[src/rtl/tts_pkg.sv]
// Shared types and constants for the two-trigger servo pattern sequencer.
// No dependencies; compile first.
package tts_pkg;

  localparam int PATTERN_LENGTH_DEF = 4;
  localparam int POS_W              = 16;
  localparam int COUNT_W            = 16;
  localparam int REPEAT_W           = 8;
  localparam int PATTERN_W          = 64;
  localparam int CFG_DATA_W         = 64;
  localparam int CFG_INDEX_W        = 3;

  // Configuration register indexes
  localparam logic [CFG_INDEX_W-1:0] REG_PATTERN_POSITIONS = 3'd0;
  localparam logic [CFG_INDEX_W-1:0] REG_FRONT_REPEAT      = 3'd1;
  localparam logic [CFG_INDEX_W-1:0] REG_BACK_REPEAT       = 3'd2;
  localparam logic [CFG_INDEX_W-1:0] REG_FRONT_PAUSE       = 3'd3;
  localparam logic [CFG_INDEX_W-1:0] REG_BACK_PAUSE        = 3'd4;

  typedef enum logic [2:0] {
    PH_IDLE   = 3'd0,
    PH_FRING  = 3'd1,
    PH_FPAUSE = 3'd2,
    PH_FREP   = 3'd3,
    PH_BRING  = 3'd4,
    PH_BPAUSE = 3'd5,
    PH_BREP   = 3'd6
  } phase_t;

  typedef struct packed {
    logic [PATTERN_W-1:0] pattern_positions;
    logic [REPEAT_W-1:0]  front_ring_reps;
    logic [REPEAT_W-1:0]  back_ring_reps;
    logic [COUNT_W-1:0]   front_pause_ticks;
    logic [COUNT_W-1:0]   back_pause_ticks;
  } cfg_t;

endpackage

[src/rtl/tts_cfg.sv]
// Configuration register file written through the plain write port.
// Depends on tts_pkg.
module tts_cfg import tts_pkg::*; (
  input  logic                   clk,
  input  logic                   rst,
  input  logic                   cfg_write,
  input  logic [CFG_INDEX_W-1:0] cfg_index,
  input  logic [CFG_DATA_W-1:0]  cfg_data,
  output cfg_t                   cfg
);

  always_ff @(posedge clk) begin
    if (rst) begin
      cfg.pattern_positions <= '0;
      cfg.front_ring_reps   <= REPEAT_W'(1);
      cfg.back_ring_reps    <= REPEAT_W'(1);
      cfg.front_pause_ticks <= COUNT_W'(50);
      cfg.back_pause_ticks  <= COUNT_W'(50);
    end else if (cfg_write) begin
      unique case (cfg_index)
        REG_PATTERN_POSITIONS: cfg.pattern_positions <= cfg_data[PATTERN_W-1:0];
        REG_FRONT_REPEAT:      cfg.front_ring_reps   <= cfg_data[REPEAT_W-1:0];
        REG_BACK_REPEAT:       cfg.back_ring_reps    <= cfg_data[REPEAT_W-1:0];
        REG_FRONT_PAUSE:       cfg.front_pause_ticks <= cfg_data[COUNT_W-1:0];
        REG_BACK_PAUSE:        cfg.back_pause_ticks  <= cfg_data[COUNT_W-1:0];
        default: ;
      endcase
    end
  end

endmodule

[config.mk]
export PLATFORM = sky130hd
export DESIGN_NAME = tts_cfg
export DESIGN_NICKNAME = d
export VERILOG_FILES = /design/src/rtl/tts_pkg.sv /design/src/rtl/tts_cfg.sv
export SDC_FILE = /design/constraint.sdc
export NUM_CORES = 1
export LEC_CHECK = 0
export CAP_MARGIN = 0
export CORE_AREA = 3 3 143 145
export CTS_CLUSTER_SIZE = 16
export DETAILED_ROUTE_END_ITERATION = 7
export DIE_AREA = 0 0 146 148
export DONT_BUFFER_PORTS = 1
export PLACE_DENSITY = 0.37
export SYNTH_ARGS = -nofsm -noshare
export SYNTH_HDL_FRONTEND = slang
export SYNTH_SLANG_ARGS = --single-unit
[constraint.sdc]
create_clock -name clk -period 1.26 [get_ports clk]
set_input_delay 0.315 -clock clk [delete_from_list [all_inputs] [get_ports clk]]
set_output_delay 0.315 -clock clk [all_outputs]
set_load 0.01 [all_outputs]
## Word level (Yosys, flattened, before mapping)

Index checks and enable logic that the tools add are counted.

- Register bits: 112
- Bits in latches: 0
- RAM bits: 0
- ROM bits: 0
- Logic and storage cells: 15
- Memories: 0

- $add $sub $neg: 0
- $mul: 0
- Divide/modulo/power cells: 0
- $lt $le $gt $ge: 0
- Equal/unequal tests: 4
- Shift operators: 0
- Multiplexer cells: 0
- Bitwise gates (word level): 0
- Reduce and logical (&&, ||, !) cells: 6

Operators with widths:

| kind | number |
|---|---|
| 2-bit AND reduction | 5 |
| 3-bit by 2-bit == test with 1-bit output, second input constant | 2 |
| 3-bit by 1-bit == test with 1-bit output, second input constant | 1 |
| 3-bit == test, second input constant | 1 |
| 3-bit logical NOT | 1 |

## Logic depth before layout (Yosys ltp)

- Depth in word-level cells: 2
- Gate-level depth with buffers: 5
- Gate-level depth less buffers: 2

## Worst setup path after synthesis

Ideal clock, no wire load.

- Path kind: input -> register
- Start point: input cfg_index[0]
- End point: register cfg[50] (netlist name)
- Library setup time: 0.072 ns
- Data arrival time: 1.107 ns
- Data required time: 1.188 ns
- Slack: 0.082 ns
- Cell stages on the path: 4
- Path buffers: 2
- Cells stage by stage: nor4b_4 -> buf_12 -> buf_12 -> mux2i_1

- Longest elaborated chain between the ends: 2

RTL lines:

| item | line | RTL |
|---|---|---|
| start, declared | tts_cfg.sv:7 | `input logic [CFG_INDEX_W-1:0] cfg_index,` |
| 3-bit logical NOT | tts_cfg.sv:20 | `unique case (cfg_index)` |
| 2-bit AND reduction (no line) | n/a |  |
| end, declared | tts_cfg.sv:9 | `output cfg_t cfg` |

Every way passes these cells.
A chain may end at the register's enable or synchronous reset.

## Final worst setup path

- Start point: register cfg[44] (netlist name)
- End point: output cfg[44] (netlist name)

No word-level cell between the ends.

==> results.md <==
* DRC viols at 0
* Die height at 148 µm
* Netlist cell types at 12
* Ys Warns at 0
* CTS tree: yes
* Asr flop ratio synth at 0%
* R2R Path End: cfg[44]
* Top flop regs: cfg: 112 flops
* HP Start: cfg_data[61]
* R2R Setup Slk at 0.52 ns
* Max reg flops at 112
* Via/cell ratio at 4.106
* Synth Register Bits at 112
* Initial DRT Pass Iterations at 3
* Worst r2r src: cfg[44]
* Worst Path Required at 0.94 ns
* Outcome: completed
* Worst skew pair latency at 0.35 ns
* 1st-iter DRT viols at 90
* Synth Flop Type: dfxtp_1
* Post-Synthesis Cells at 442
* Final Setup Violations at 0
* Number of synthesized flops with an enable pin at 0
* Clock Tree Root: clkbuf_16
* Clk pin slew, worst setup/hold paths at 0.08 ns
* LEAKAGE at 2.097 nW
* Sequential-to-total area share from yosys stat at 46.81%
* Cell row count at 51
* Type of the worst min-delay path: input port to register
* Synth top area share at 46.81%
* PD cells at 1377 nW/µm²
* Period minus WS final at 1.128 ns
* Most instantiated library cell after synthesis: nand2b_1
* Clk buf depth at 2
* Multiplexer share of the synthesized area at 23.41%
* Reg2Reg Depth at 2
* Synth Area in XOR/XNOR at 0%
* Yosys top cell by area: dfxtp_1
* Dpl hpwl at 8333 µm
* Largest family of logic cells by synthesized area: simple AND/OR/NAND/NOR gates
* Total overflow reported by the global router at 0
* Total Power at 7.390 mW
* Slew Limit Fails at 0
* Total I/O pin count at 182
* Endpoints failing hold at 0
* Setup Skew at 0 ns
* # hold bufs at CTS at 0
* Vias at 2895
* Sink Count at 112
* Placer's final routability congestion estimate at 0.6980
* Avg Cell Area, Syn at 10.84 µm²
* Initial Utilization at 24.77%
* Die X at 146 µm
* CTS buffer count at 9
* Die Area at 21610 µm²
* # Max-Cap Violations at 0
* Synth-to-Final Area Change at 12.07%
* Adder-cell share of the synthesized area at 0%
* Worst hold endpoint: cfg[109]
* Most instantiated cells after synthesis: 168 x nand2b_1, 112 x dfxtp_1, 112 x mux2i_1, 16 x clkbuf_1, 12 x nor2_1
* Fraction of final layout cells with drive strength greater than 1 at 7.273%
* First-pass GRT wire length at 18370 µm
* Kind of critical path: register to output port
* Port bufs at 0
* Postcts setup bufs at 0
* Worst vdd ir at 0.5319 mV
* Antenna cell count at 0
* Core Area at 19330 µm²
* Max-slew headroom at 79.10%
* Post-synthesis compound-gate area fraction at 0%
* Setup crit end kind: output port
* Fin crit share at 89.54%
* Antenna Nets Post-Route at 0
* Total GRT Usage at 11.00%
* Critical Path Fanout Max at 2
* Pin count of the biggest net entering global routing at 181
* Synthesized Nets at 512
* CP startpoint: cfg[44]
* Post_cts resized at 0
* Setup crit start kind: register
* Vias in the first global route at 3040
* Per-cell routed wire length at 17.08 µm
* Final Non-Filler Cells at 705
* # nets final at 506
* Antenna violations before repair at 0
* Fin util at 27.76%
* Fmax at 886.4 MHz
* RSZ-0062 raised after global routing: false
* Simple-gate area share of the yosys netlist at 24.27%
* CP arrival at 0.81 ns
* Mapped cell area at 4790 µm²
* Hold depth at 2
* Final wirelength at 12040 µm
* H-Tree Level Count at 3
* Largest reg by FF count: cfg
* Main area contributors after synthesis: dfxtp_1 47%, mux2i_1 23%, nand2b_1 22%
* Worst-Margin Slew at 0.3134 ns
* Dpl cells at 690
[metal layers]
metal / GRT usage [%] / wire (µm) / share of wire, %
met1: 12.73 / 5077 / 42
met2: 18.56 / 5864 / 49
met3: 3.924 / 891 / 7.4
met4: 4.516 / 204 / 1.7
met5: 0 / 0 / 0
[cell families after synthesis]
family                 Yosys count
AND/OR/NAND/NOR                185
flip-flops                     112
buffers and inverters           33
multiplexers                   112
[worst max-delay path by stage]
stage	depth (start not counted)	slack [ns]	to
floorplan	4	0.08	cfg[50]
global placement	4	-0.04	cfg[80]
detailed placement	4	-0.09	cfg[101]
CTS	0	0.12	cfg[44]
global route	0	0.10	cfg[44]
finish	0	0.13	cfg[44]
[metrics by stage]
stage	setup slack, ns	hold slack (ns)	setup TNS (ns)	area (µm²)
after floorplan	0.08165	0.4703	0	4790
after global placement	-0.03529	0.4731	-0.4195	5027
after detailed placement	-0.09020	0.4823	-1.956	5027
after CTS	0.1198	0.09013	0	5368
after global routing	0.1028	0.09382	0	5368
final	0.1318	0.1071	0	5368
[report_power, final]
part | switching (mW) | internal [mW] | total, mW
Clock | 1.38 | 1.95 | 3.33
Sequential | 0.0992 | 3.62 | 3.71
Combinational | 0.139 | 0.205 | 0.344
[layout make-up]
type	count	area [µm²]
Fill cell	2015	13970
Clock inverter	6	115.1
Tap cell	265	331.6
Sequential cell	112	2242
Multi-Input combinational cell	297	2283
Clock buffer	9	225.2
Timing Repair Buffer	16	170.2
[cell usage in the layout (no fill, tap or decap), drive strengths merged]
master    netlist  layout
nand4b          1       1
buf            17      16
clkinvlp        0       1
nor4b           1       1
bufinv          0       3
mux2i         112     112
dfxtp         112     112
inv             0       2
nand4bb         3       3
clkbuf         16       9
nand2b        168     168
nor2           12      12
Note: power is estimated with default switching activity, not from simulation.
