<file path="config.mk">
export PLATFORM = sky130hd
export DESIGN_NAME = tts_core
export DESIGN_NICKNAME = d
export VERILOG_FILES = /design/src/rtl/tts_pkg.sv /design/src/rtl/tts_core.sv
export SDC_FILE = /design/constraint.sdc
export NUM_CORES = 1
export LEC_CHECK = 0
export ABC_AREA = 1
export BUFFER_PORTS_ARGS = -buffer_cell sky130_fd_sc_hd__buf_2
export CAP_MARGIN = 5
export CORE_MARGIN = 2
export CORE_UTILIZATION = 52
export CTS_CLUSTER_SIZE = 8
export DETAILED_ROUTE_END_ITERATION = 10
export PLACE_DENSITY_LB_ADDON = 0.12
export SYNTH_ARGS = -nofsm -noshare
export SYNTH_HDL_FRONTEND = slang
export SYNTH_SLANG_ARGS = --single-unit
</file>
<file path="constraint.sdc">
create_clock -name clk -period 3.51 [get_ports clk]
set_input_delay 0.351 -clock clk [delete_from_list [all_inputs] [get_ports clk]]
set_output_delay 0.351 -clock clk [all_outputs]
set_load 0.005 [all_outputs]
</file>
<file path="src/rtl/tts_pkg.sv">
// Shared types and constants for the two-trigger servo pattern sequencer.
// No dependencies; compile first.
package tts_pkg;

  localparam int PATTERN_LENGTH_DEF = 4;
  localparam int POS_W              = 16;
  localparam int COUNT_W            = 16;
  localparam int REPEAT_W           = 8;
  localparam int PATTERN_W          = 64;
  localparam int CFG_DATA_W         = 64;
  localparam int CFG_INDEX_W        = 3;

  // Configuration register indexes
  localparam logic [CFG_INDEX_W-1:0] REG_PATTERN_POSITIONS = 3'd0;
  localparam logic [CFG_INDEX_W-1:0] REG_FRONT_REPEAT      = 3'd1;
  localparam logic [CFG_INDEX_W-1:0] REG_BACK_REPEAT       = 3'd2;
  localparam logic [CFG_INDEX_W-1:0] REG_FRONT_PAUSE       = 3'd3;
  localparam logic [CFG_INDEX_W-1:0] REG_BACK_PAUSE        = 3'd4;

  typedef enum logic [2:0] {
    PH_IDLE   = 3'd0,
    PH_FRING  = 3'd1,
    PH_FPAUSE = 3'd2,
    PH_FREP   = 3'd3,
    PH_BRING  = 3'd4,
    PH_BPAUSE = 3'd5,
    PH_BREP   = 3'd6
  } phase_t;

  typedef struct packed {
    logic [PATTERN_W-1:0] pattern_positions;
    logic [REPEAT_W-1:0]  front_ring_reps;
    logic [REPEAT_W-1:0]  back_ring_reps;
    logic [COUNT_W-1:0]   front_pause_ticks;
    logic [COUNT_W-1:0]   back_pause_ticks;
  } cfg_t;

endpackage

</file>
<file path="src/rtl/tts_core.sv">
// Sequencer state (phase, countdown, pattern index, held position) and its
// per-tick update. Depends on tts_pkg.
module tts_core import tts_pkg::*; #(
  parameter int PATTERN_LENGTH = PATTERN_LENGTH_DEF
) (
  input  logic             clk,
  input  logic             rst,
  input  logic             advance,
  input  logic             front_pressed,
  input  logic             back_pressed,
  input  cfg_t             cfg,
  output logic [POS_W-1:0] position_next,
  output phase_t           phase_next
);

  localparam int IDX_W = (PATTERN_LENGTH > 2) ? $clog2(PATTERN_LENGTH) : 1;
  localparam logic [IDX_W-1:0] IDX_LAST = IDX_W'(PATTERN_LENGTH - 1);

  phase_t             phase_reg;
  logic [COUNT_W-1:0] countdown, countdown_next, count_dec;
  logic [IDX_W-1:0]   pattern_index, pattern_index_next;
  logic [POS_W-1:0]   held_position;
  logic [COUNT_W-1:0] front_ring_len, back_ring_len;
  logic               ring;

  assign front_ring_len = COUNT_W'(PATTERN_LENGTH) * COUNT_W'(cfg.front_ring_reps);
  assign back_ring_len  = COUNT_W'(PATTERN_LENGTH) * COUNT_W'(cfg.back_ring_reps);
  assign count_dec      = (countdown != '0) ? countdown - COUNT_W'(1) : countdown;

  // phase and countdown
  always_comb begin
    phase_next     = phase_reg;
    countdown_next = count_dec;
    if (phase_reg == PH_IDLE) begin
      if (front_pressed) begin
        phase_next     = PH_FRING;
        countdown_next = front_ring_len;
      end else if (back_pressed) begin
        phase_next     = PH_BRING;
        countdown_next = back_ring_len;
      end
    end else if (count_dec == '0) begin
      unique case (phase_reg)
        PH_FRING: begin
          phase_next     = PH_FPAUSE;
          countdown_next = cfg.front_pause_ticks;
        end
        PH_FPAUSE: begin
          phase_next     = PH_FREP;
          countdown_next = front_ring_len;
        end
        PH_BRING: begin
          phase_next     = PH_BPAUSE;
          countdown_next = cfg.back_pause_ticks;
        end
        PH_BPAUSE: begin
          phase_next     = PH_BREP;
          countdown_next = back_ring_len;
        end
        default: begin
          phase_next     = PH_IDLE;
          countdown_next = '0;
        end
      endcase
    end
  end

  // sampling: never on the demand tick; index kept across the repeat ring
  always_comb begin
    ring = (phase_next == PH_FRING) || (phase_next == PH_FREP) ||
           (phase_next == PH_BRING) || (phase_next == PH_BREP);
    position_next      = held_position;
    pattern_index_next = pattern_index;
    if (phase_reg == PH_IDLE) begin
      pattern_index_next = '0;
    end else if (ring) begin
      position_next      = cfg.pattern_positions[POS_W*pattern_index +: POS_W];
      pattern_index_next = (pattern_index == IDX_LAST) ? '0 : pattern_index + IDX_W'(1);
    end
  end

  always_ff @(posedge clk) begin
    if (rst) begin
      phase_reg     <= PH_IDLE;
      countdown     <= '0;
      pattern_index <= '0;
      held_position <= '0;
    end else if (advance) begin
      phase_reg     <= phase_next;
      countdown     <= countdown_next;
      pattern_index <= pattern_index_next;
      held_position <= position_next;
    end
  end

  a_idle_no_count: assert property (@(posedge clk) disable iff (rst)
    phase_reg == PH_IDLE |-> countdown == '0)
    else $error("countdown nonzero while idle");

  a_index_range: assert property (@(posedge clk) disable iff (rst)
    pattern_index <= IDX_LAST)
    else $error("pattern index out of range");

  a_state_holds: assert property (@(posedge clk) disable iff (rst)
    !advance |=> $stable(phase_reg) && $stable(countdown) && $stable(held_position))
    else $error("state changed without a tick");

endmodule

</file>
======== After elaboration in Yosys (flattened, before gate mapping) ========
Cells that the tools add are included.
word-level totals
  register bits ........................... 37
  bits in latches ......................... 0
  RAM bits ................................ 0
  memory bits (read-only) ................. 0
  bits of input ports ..................... 117
  output and inout bits ................... 19
  word-level logic and storage cells ...... 40
  memories kept ........................... 0
operators by class
  $add $sub $neg .......................... 2
  $mul .................................... 0
  div/mod/pow operators ................... 0
  order comparisons ....................... 0
  eq/ne operators ......................... 9
  shift-type cells ........................ 1
  muxes and demuxes ....................... 16
  bitwise operators ....................... 0
  reduce and logical (&&, ||, !) cells .... 8
operators by type and width
  kind                   number
  $mux 16                7
  $pmux 16 s4            1
  $shiftx 64x7->16       1
  $logic_not 16->1       1
  $reduce_bool 16->1     1
  $sub 16x1->16 const B  1
  $eq 3x3->1 const B     4
  $mux 3                 4
  $pmux 3 s4             1
  $eq 3x1->1 const B     2
  $eq 3x2->1 const B     2
  $mux 2                 3
  $logic_not 3->1        1
  $logic_or 1x1->1       3
  $add 2x1->2 const B    1
  $eq 2x2->1 const B     1
  $reduce_and 2->1       1
  $reduce_bool 2->1      1

======== Depth between registers and ports, before layout ========
  depth in word-level cells ............... 11
  gate-level depth with buffers ........... 21
  depth with buffers taken out ............ 20

======== Worst setup path before layout ========
Ideal clock, no wire load.
  path type ............................... flip-flop to output port
  start ................................... register countdown[0]
  end ..................................... output position_next[0]
  arrival ................................. 2.188 ns
  required time ........................... 3.159 ns
  setup slack ............................. 0.971 ns
  cell stages (with the launch flop) ...... 19
  buffers on the path ..................... 2
  cell sequence ........................... dfxtp_1 -> inv_2 -> ha_1 -> nand2_4 -> nor2_4 -> nand2_2 -> buf_6 -> nand2_2 -> nand2_2 -> nor2_4 -> nand3_4 -> nand2_2 -> nand2_1 -> nor2_4 -> nand2_4 -> nand3_4 -> buf_12 -> nand2_4 -> nand2_1
between the ends
  longest elaborated chain between the ends .. 11
  elaborated cells between the ends (all ways) .. 15
  those cells by class .................... add/sub: 1; eq/ne: 4; mux: 5; reduce/logical: 5
ends and longest elaborated chain
  item                                                        RTL line        RTL
  start: declaration                                          tts_core.sv:20  logic [COUNT_W-1:0] countdown, countdown_next, count_dec;
  start signal: assignment                                    tts_core.sv:90  countdown <= countdown_next;
  $sub 16x1->16 / $reduce_bool 16->1 (equally long branches)  tts_core.sv:28  assign count_dec = (countdown != '0) ? countdown - COUNT_W'(1) : countdown;
  $mux 16 *                                                   tts_core.sv:28
  $logic_not 16->1 *                                          tts_core.sv:42  end else if (count_dec == '0) begin
  $mux 3 *                                                    tts_core.sv:42
  $mux 3 *                                                    tts_core.sv:34  if (phase_reg == PH_IDLE) begin
  $eq 3x1->1 / $eq 3x2->1 (equally long branches)             tts_core.sv:70  ring = (phase_next == PH_FRING) || (phase_next == PH_FREP) ||
  $logic_or 1x1->1 (2 in series)                              tts_core.sv:70
  $logic_or 1x1->1 *                                          tts_core.sv:71  (phase_next == PH_BRING) || (phase_next == PH_BREP);
  $mux 16 *                                                   tts_core.sv:76  end else if (ring) begin
  $mux 16 *                                                   tts_core.sv:74  if (phase_reg == PH_IDLE) begin
  end: declaration                                            tts_core.sv:12  output logic [POS_W-1:0] position_next,
Every way passes the cells marked *; elsewhere a longest branch is shown, timed or not.

======== Worst setup path in the final report ========
  start ................................... register countdown[0]
  end ..................................... output position_next[10]
Same word-level chain as after synthesis.

==> impl_metrics.csv <==
group,metric,value,unit
outcome,run_status,"finished, final reports clean",
die,core_area,6870,sq um
logic_synthesis,ys_async_sr_fraction,0,%
worst_hold_path,hold_path_stages,3,
logic_synthesis,synth_top_area_share,19.9,%
drt,iteration_count_of_the_initial_detailed_routing_pass,5,
worst_hold_path,worstHoldPathType,"input port to register",
layout,nets,865,
drt,detail-route-antenna-nets,0,
sta,fmax,307,MHz
logic_synthesis,post_synth_main_area_contributors,"sky130_fd_sc_hd__dfxtp_1 20%, sky130_fd_sc_hd__nand2_1 16%, sky130_fd_sc_hd__nor2_1 8.8%, sky130_fd_sc_hd__o21ai_0 8.6%, sky130_fd_sc_hd__inv_1 5.9%",
logic_synthesis,sequential_area_share_after_synthesis,19.9,%
critical_path,critPathMaxFanout,24,
cts,clk-insertion-delay-late,0.30,ns
layout,fill_cells,653,
worst_hold_path,worstHoldStart,"cfg[43]",
pwr,total_power,1.66,mW
flow_run,max_cap_violations,0,
drt,drcViolationCount,0,
sta,final_period_minus_worst_setup_slack,3.26,ns
sta,fin_tns_setup,0,ns
layout,register_area,741,sq um
global_route,grt_pass1_wl,19.0,mm
global_route,first_global_vias,4081,
critical_path,ff2ff_setup_slack,0.77,ns
layout,synth_to_layout_area_growth,22.6,%
layout,multi_input_area,2630,sq um
layout,layout-drive-gt1-share,26.5,%
logic_synthesis,count_of_flip_flops_with_a_built_in_enable_after_synthesis,0,
global_route,gr-total-overflow,0,
critical_path,timing.critical_path.from_type,"register",
pwr,leakagePower,2.39,nW
drt,wirelength,11.9,mm
sta,tightest_slew,0.766,ns
logic_synthesis,synth_ff_type,"sky130_fd_sc_hd__dfxtp_1",
logic_synthesis,synthDistinctLibCells,34,
cts,clkSlewWorstSetupHoldPaths,0.08,ns
critical_path,worst-endpoint-required,3.16,ns
cts,tritoncts,"built",
sta,final.period_utilization,92.9,%
cts,cts.hold.buffers_added,0,
placed_design,rd_place_congestion,0.961,
critical_path,endpoint_kind,"output port",
die,initial_utilization,54.3,%
global_route,largest_net_degree_at_the_start_of_global_routing,55,
logic_synthesis,syn_area_per_cell,5.90,sq um
global_route,antenna_found_initial,0,
placed_design,io_buffers,135,
cts,clockBufferDepth,2,
pwr,worst_ir_drop_vdd,190,uV
cts,cts.root.buffer_cell,"sky130_fd_sc_hd__clkbuf_8",
logic_synthesis,postSynthNetCount,751,
worst_hold_path,min_to,"countdown[5]",
drt,wl_per_cell,14.1,um
critical_path,setup.worst_path.class,"register to output port",
logic_synthesis,synth_largest_area_cell,"sky130_fd_sc_hd__dfxtp_1",
critical_path,crit-reg2reg-launch,"countdown[0]",
sta,timing.final.max_slew_violations,0,
cts,cts_made_buffers,5,
logic_synthesis,postSynthRegisterBits,37,
logic_synthesis,syn_inst,632,
die,floorplan.die.width,88.7,um
sta,worst_clock_skew,0.00638,ns
logic_synthesis,post_synth_top_cells,"155 x sky130_fd_sc_hd__nand2_1, 87 x sky130_fd_sc_hd__nor2_1, 64 x sky130_fd_sc_hd__o21ai_0",
cts,cts_num_sinks,37,
critical_path,crit-reg2reg-capture,"held_position[13]",
die,placement_rows,30,
layout,diodes,0,
drt,per_cell_via_count_in_the_routed_design,5.53,
sta,final_hold_viol_count,0,
critical_path,r2r_cells,18,
sta,timing.slew.headroom,48.9,%
drt,detailedRoute.firstIterationViolations,325,
die,fp.dieH,88.7,um
critical_path,setup.worst_path.start,"countdown[0]",
critical_path,worst_ep_arrival_time,2.91,ns
sta,setup_repair_after_global_routing_missed_its_margin,"no",
sta,timing.final.setup_violations,0,
logic_synthesis,synth.cell_area,3730,sq um
logic_synthesis,ys.warnings.count,0,
pwr,pwrdens,363,nW/um^2
logic_synthesis,yosys.cell_count.top_type,"sky130_fd_sc_hd__nand2_1",
global_route,grtUsageTotal,30.5,%
cts,cts_htree_levels,2,
die,ios,136,
drt,detailroute.via_count,4660,
placed_design,detailed_place_hpwl,9.11,mm
die,floorplan.die_area,7860,sq um
[power breakdown]
| group | leakage, nW | total [mW] | internal, mW | switching [mW] |
|---|---|---|---|---|
| sequential | 0.306 | 0.497 | 0.457 | 0.0405 |
| clock | 0.0543 | 0.391 | 0.213 | 0.178 |
| combinational | 2.03 | 0.769 | 0.288 | 0.481 |
[cell families after synthesis]
| family | count (synthesis) | synth area share (%) |
|---|---|---|
| buf+inv | 97 | 10.6 |
| fa+ha+maj | 2 | 0.671 |
| compound gates | 144 | 23.4 |
| simple gates | 350 | 45.0 |
| xor+xnor | 2 | 0.470 |
| flops | 37 | 19.9 |
[worst max-delay path, stage by stage (launching register included)]
cell	delay (ns)
sky130_fd_sc_hd__dfxtp_1	0.35
sky130_fd_sc_hd__inv_2	0.12
sky130_fd_sc_hd__ha_4	0.19
sky130_fd_sc_hd__nand2_4	0.10
sky130_fd_sc_hd__nor2_4	0.18
sky130_fd_sc_hd__nand2_8	0.14
sky130_fd_sc_hd__nand2_1	0.15
sky130_fd_sc_hd__nand2_1	0.10
sky130_fd_sc_hd__nor2_4	0.16
sky130_fd_sc_hd__nand3_4	0.13
sky130_fd_sc_hd__nand2_2	0.10
sky130_fd_sc_hd__nand3_2	0.12
sky130_fd_sc_hd__nand2_4	0.21
sky130_fd_sc_hd__nand3_4	0.11
sky130_fd_sc_hd__buf_12	0.19
sky130_fd_sc_hd__nand2_1	0.09
sky130_fd_sc_hd__nand2_1	0.05
sky130_fd_sc_hd__buf_2	0.12
[cell usage in the layout (no fill, tap or decap), types with 2 or more instances in the layout]
cell type	instances
sky130_fd_sc_hd__inv_2	2
sky130_fd_sc_hd__a22o_1	11
sky130_fd_sc_hd__nor2_1	87
sky130_fd_sc_hd__nand3_1	41
sky130_fd_sc_hd__nand3b_1	2
sky130_fd_sc_hd__nand4_1	20
sky130_fd_sc_hd__o22ai_1	19
sky130_fd_sc_hd__inv_1	59
sky130_fd_sc_hd__o2bb2ai_1	2
sky130_fd_sc_hd__o211ai_1	3
sky130_fd_sc_hd__o21ai_0	64
sky130_fd_sc_hd__clkinv_1	2
sky130_fd_sc_hd__nand2_4	13
sky130_fd_sc_hd__clkbuf_8	5
sky130_fd_sc_hd__nand2_1	154
sky130_fd_sc_hd__buf_2	135
sky130_fd_sc_hd__dfxtp_1	37
sky130_fd_sc_hd__buf_4	5
sky130_fd_sc_hd__a21oi_1	21
sky130_fd_sc_hd__nor2_4	11
sky130_fd_sc_hd__a31oi_1	8
sky130_fd_sc_hd__nand3_2	2
sky130_fd_sc_hd__xor2_1	2
sky130_fd_sc_hd__o21ai_2	2
sky130_fd_sc_hd__nor2_2	5
sky130_fd_sc_hd__nand3_4	2
sky130_fd_sc_hd__nand2_2	10
sky130_fd_sc_hd__a221oi_1	13
[stage by stage]
stage / instance area [sq um] / util [%] / hold slack, ns / setup slack [ns] / cells
detailed placement: 4400 / 64.1 / 0.526 / 0.0303 / 834
global route: 4570 / 66.6 / 0.448 / 0.0199 / 843
finish: 4570 / 66.6 / 0.406 / 0.251 / 843
global placement: 4400 / 64.1 / 0.518 / 0.216 / 834
floorplan: 3730 / - / 0.493 / 0.971 / 632
CTS: 4530 / 65.9 / 0.406 / 0.0258 / 842
[worst max path at each step]
stage	depth (start not counted)	endpoint
2_1_floorplan	18	position_next[0]
3_3_place_gp	18	position_next[9]
3_5_place_dp	18	position_next[11]
4_1_cts	18	position_next[11]
5_1_grt	17	position_next[10]
6_report	17	position_next[10]
[cell type report]
| type | count | share of cell area [%] |
|---|---|---|
| Inverter | 63 | 5.17 |
| Timing Repair Buffer | 141 | 16.0 |
| Clock inverter | 3 | 1.01 |
| Tap cell | 96 | 2.63 |
| Sequential cell | 37 | 16.2 |
| Multi-Input combinational cell | 498 | 57.4 |
| Clock buffer | 5 | 1.51 |
[timing repair]
action | in CTS | in global routing
setup endpoints to repair | 15 | 15
resized for setup | 3 | 6
pin swaps | 0 | 0
cloned | 0 | 0
buffers inserted | 0 | 1
[metal layers]
metal | share of wire (%) | GRT usage [%] | up-vias
met3 | 8.0 | 5.32 | 18
met5 | 0 | 0 | -
li1 | - | - | 2351
met4 | 1.8 | 8.26 | 0
met2 | 44 | 46.9 | 214
met1 | 46 | 43.9 | 2077
(Power assumes the default switching activity.)
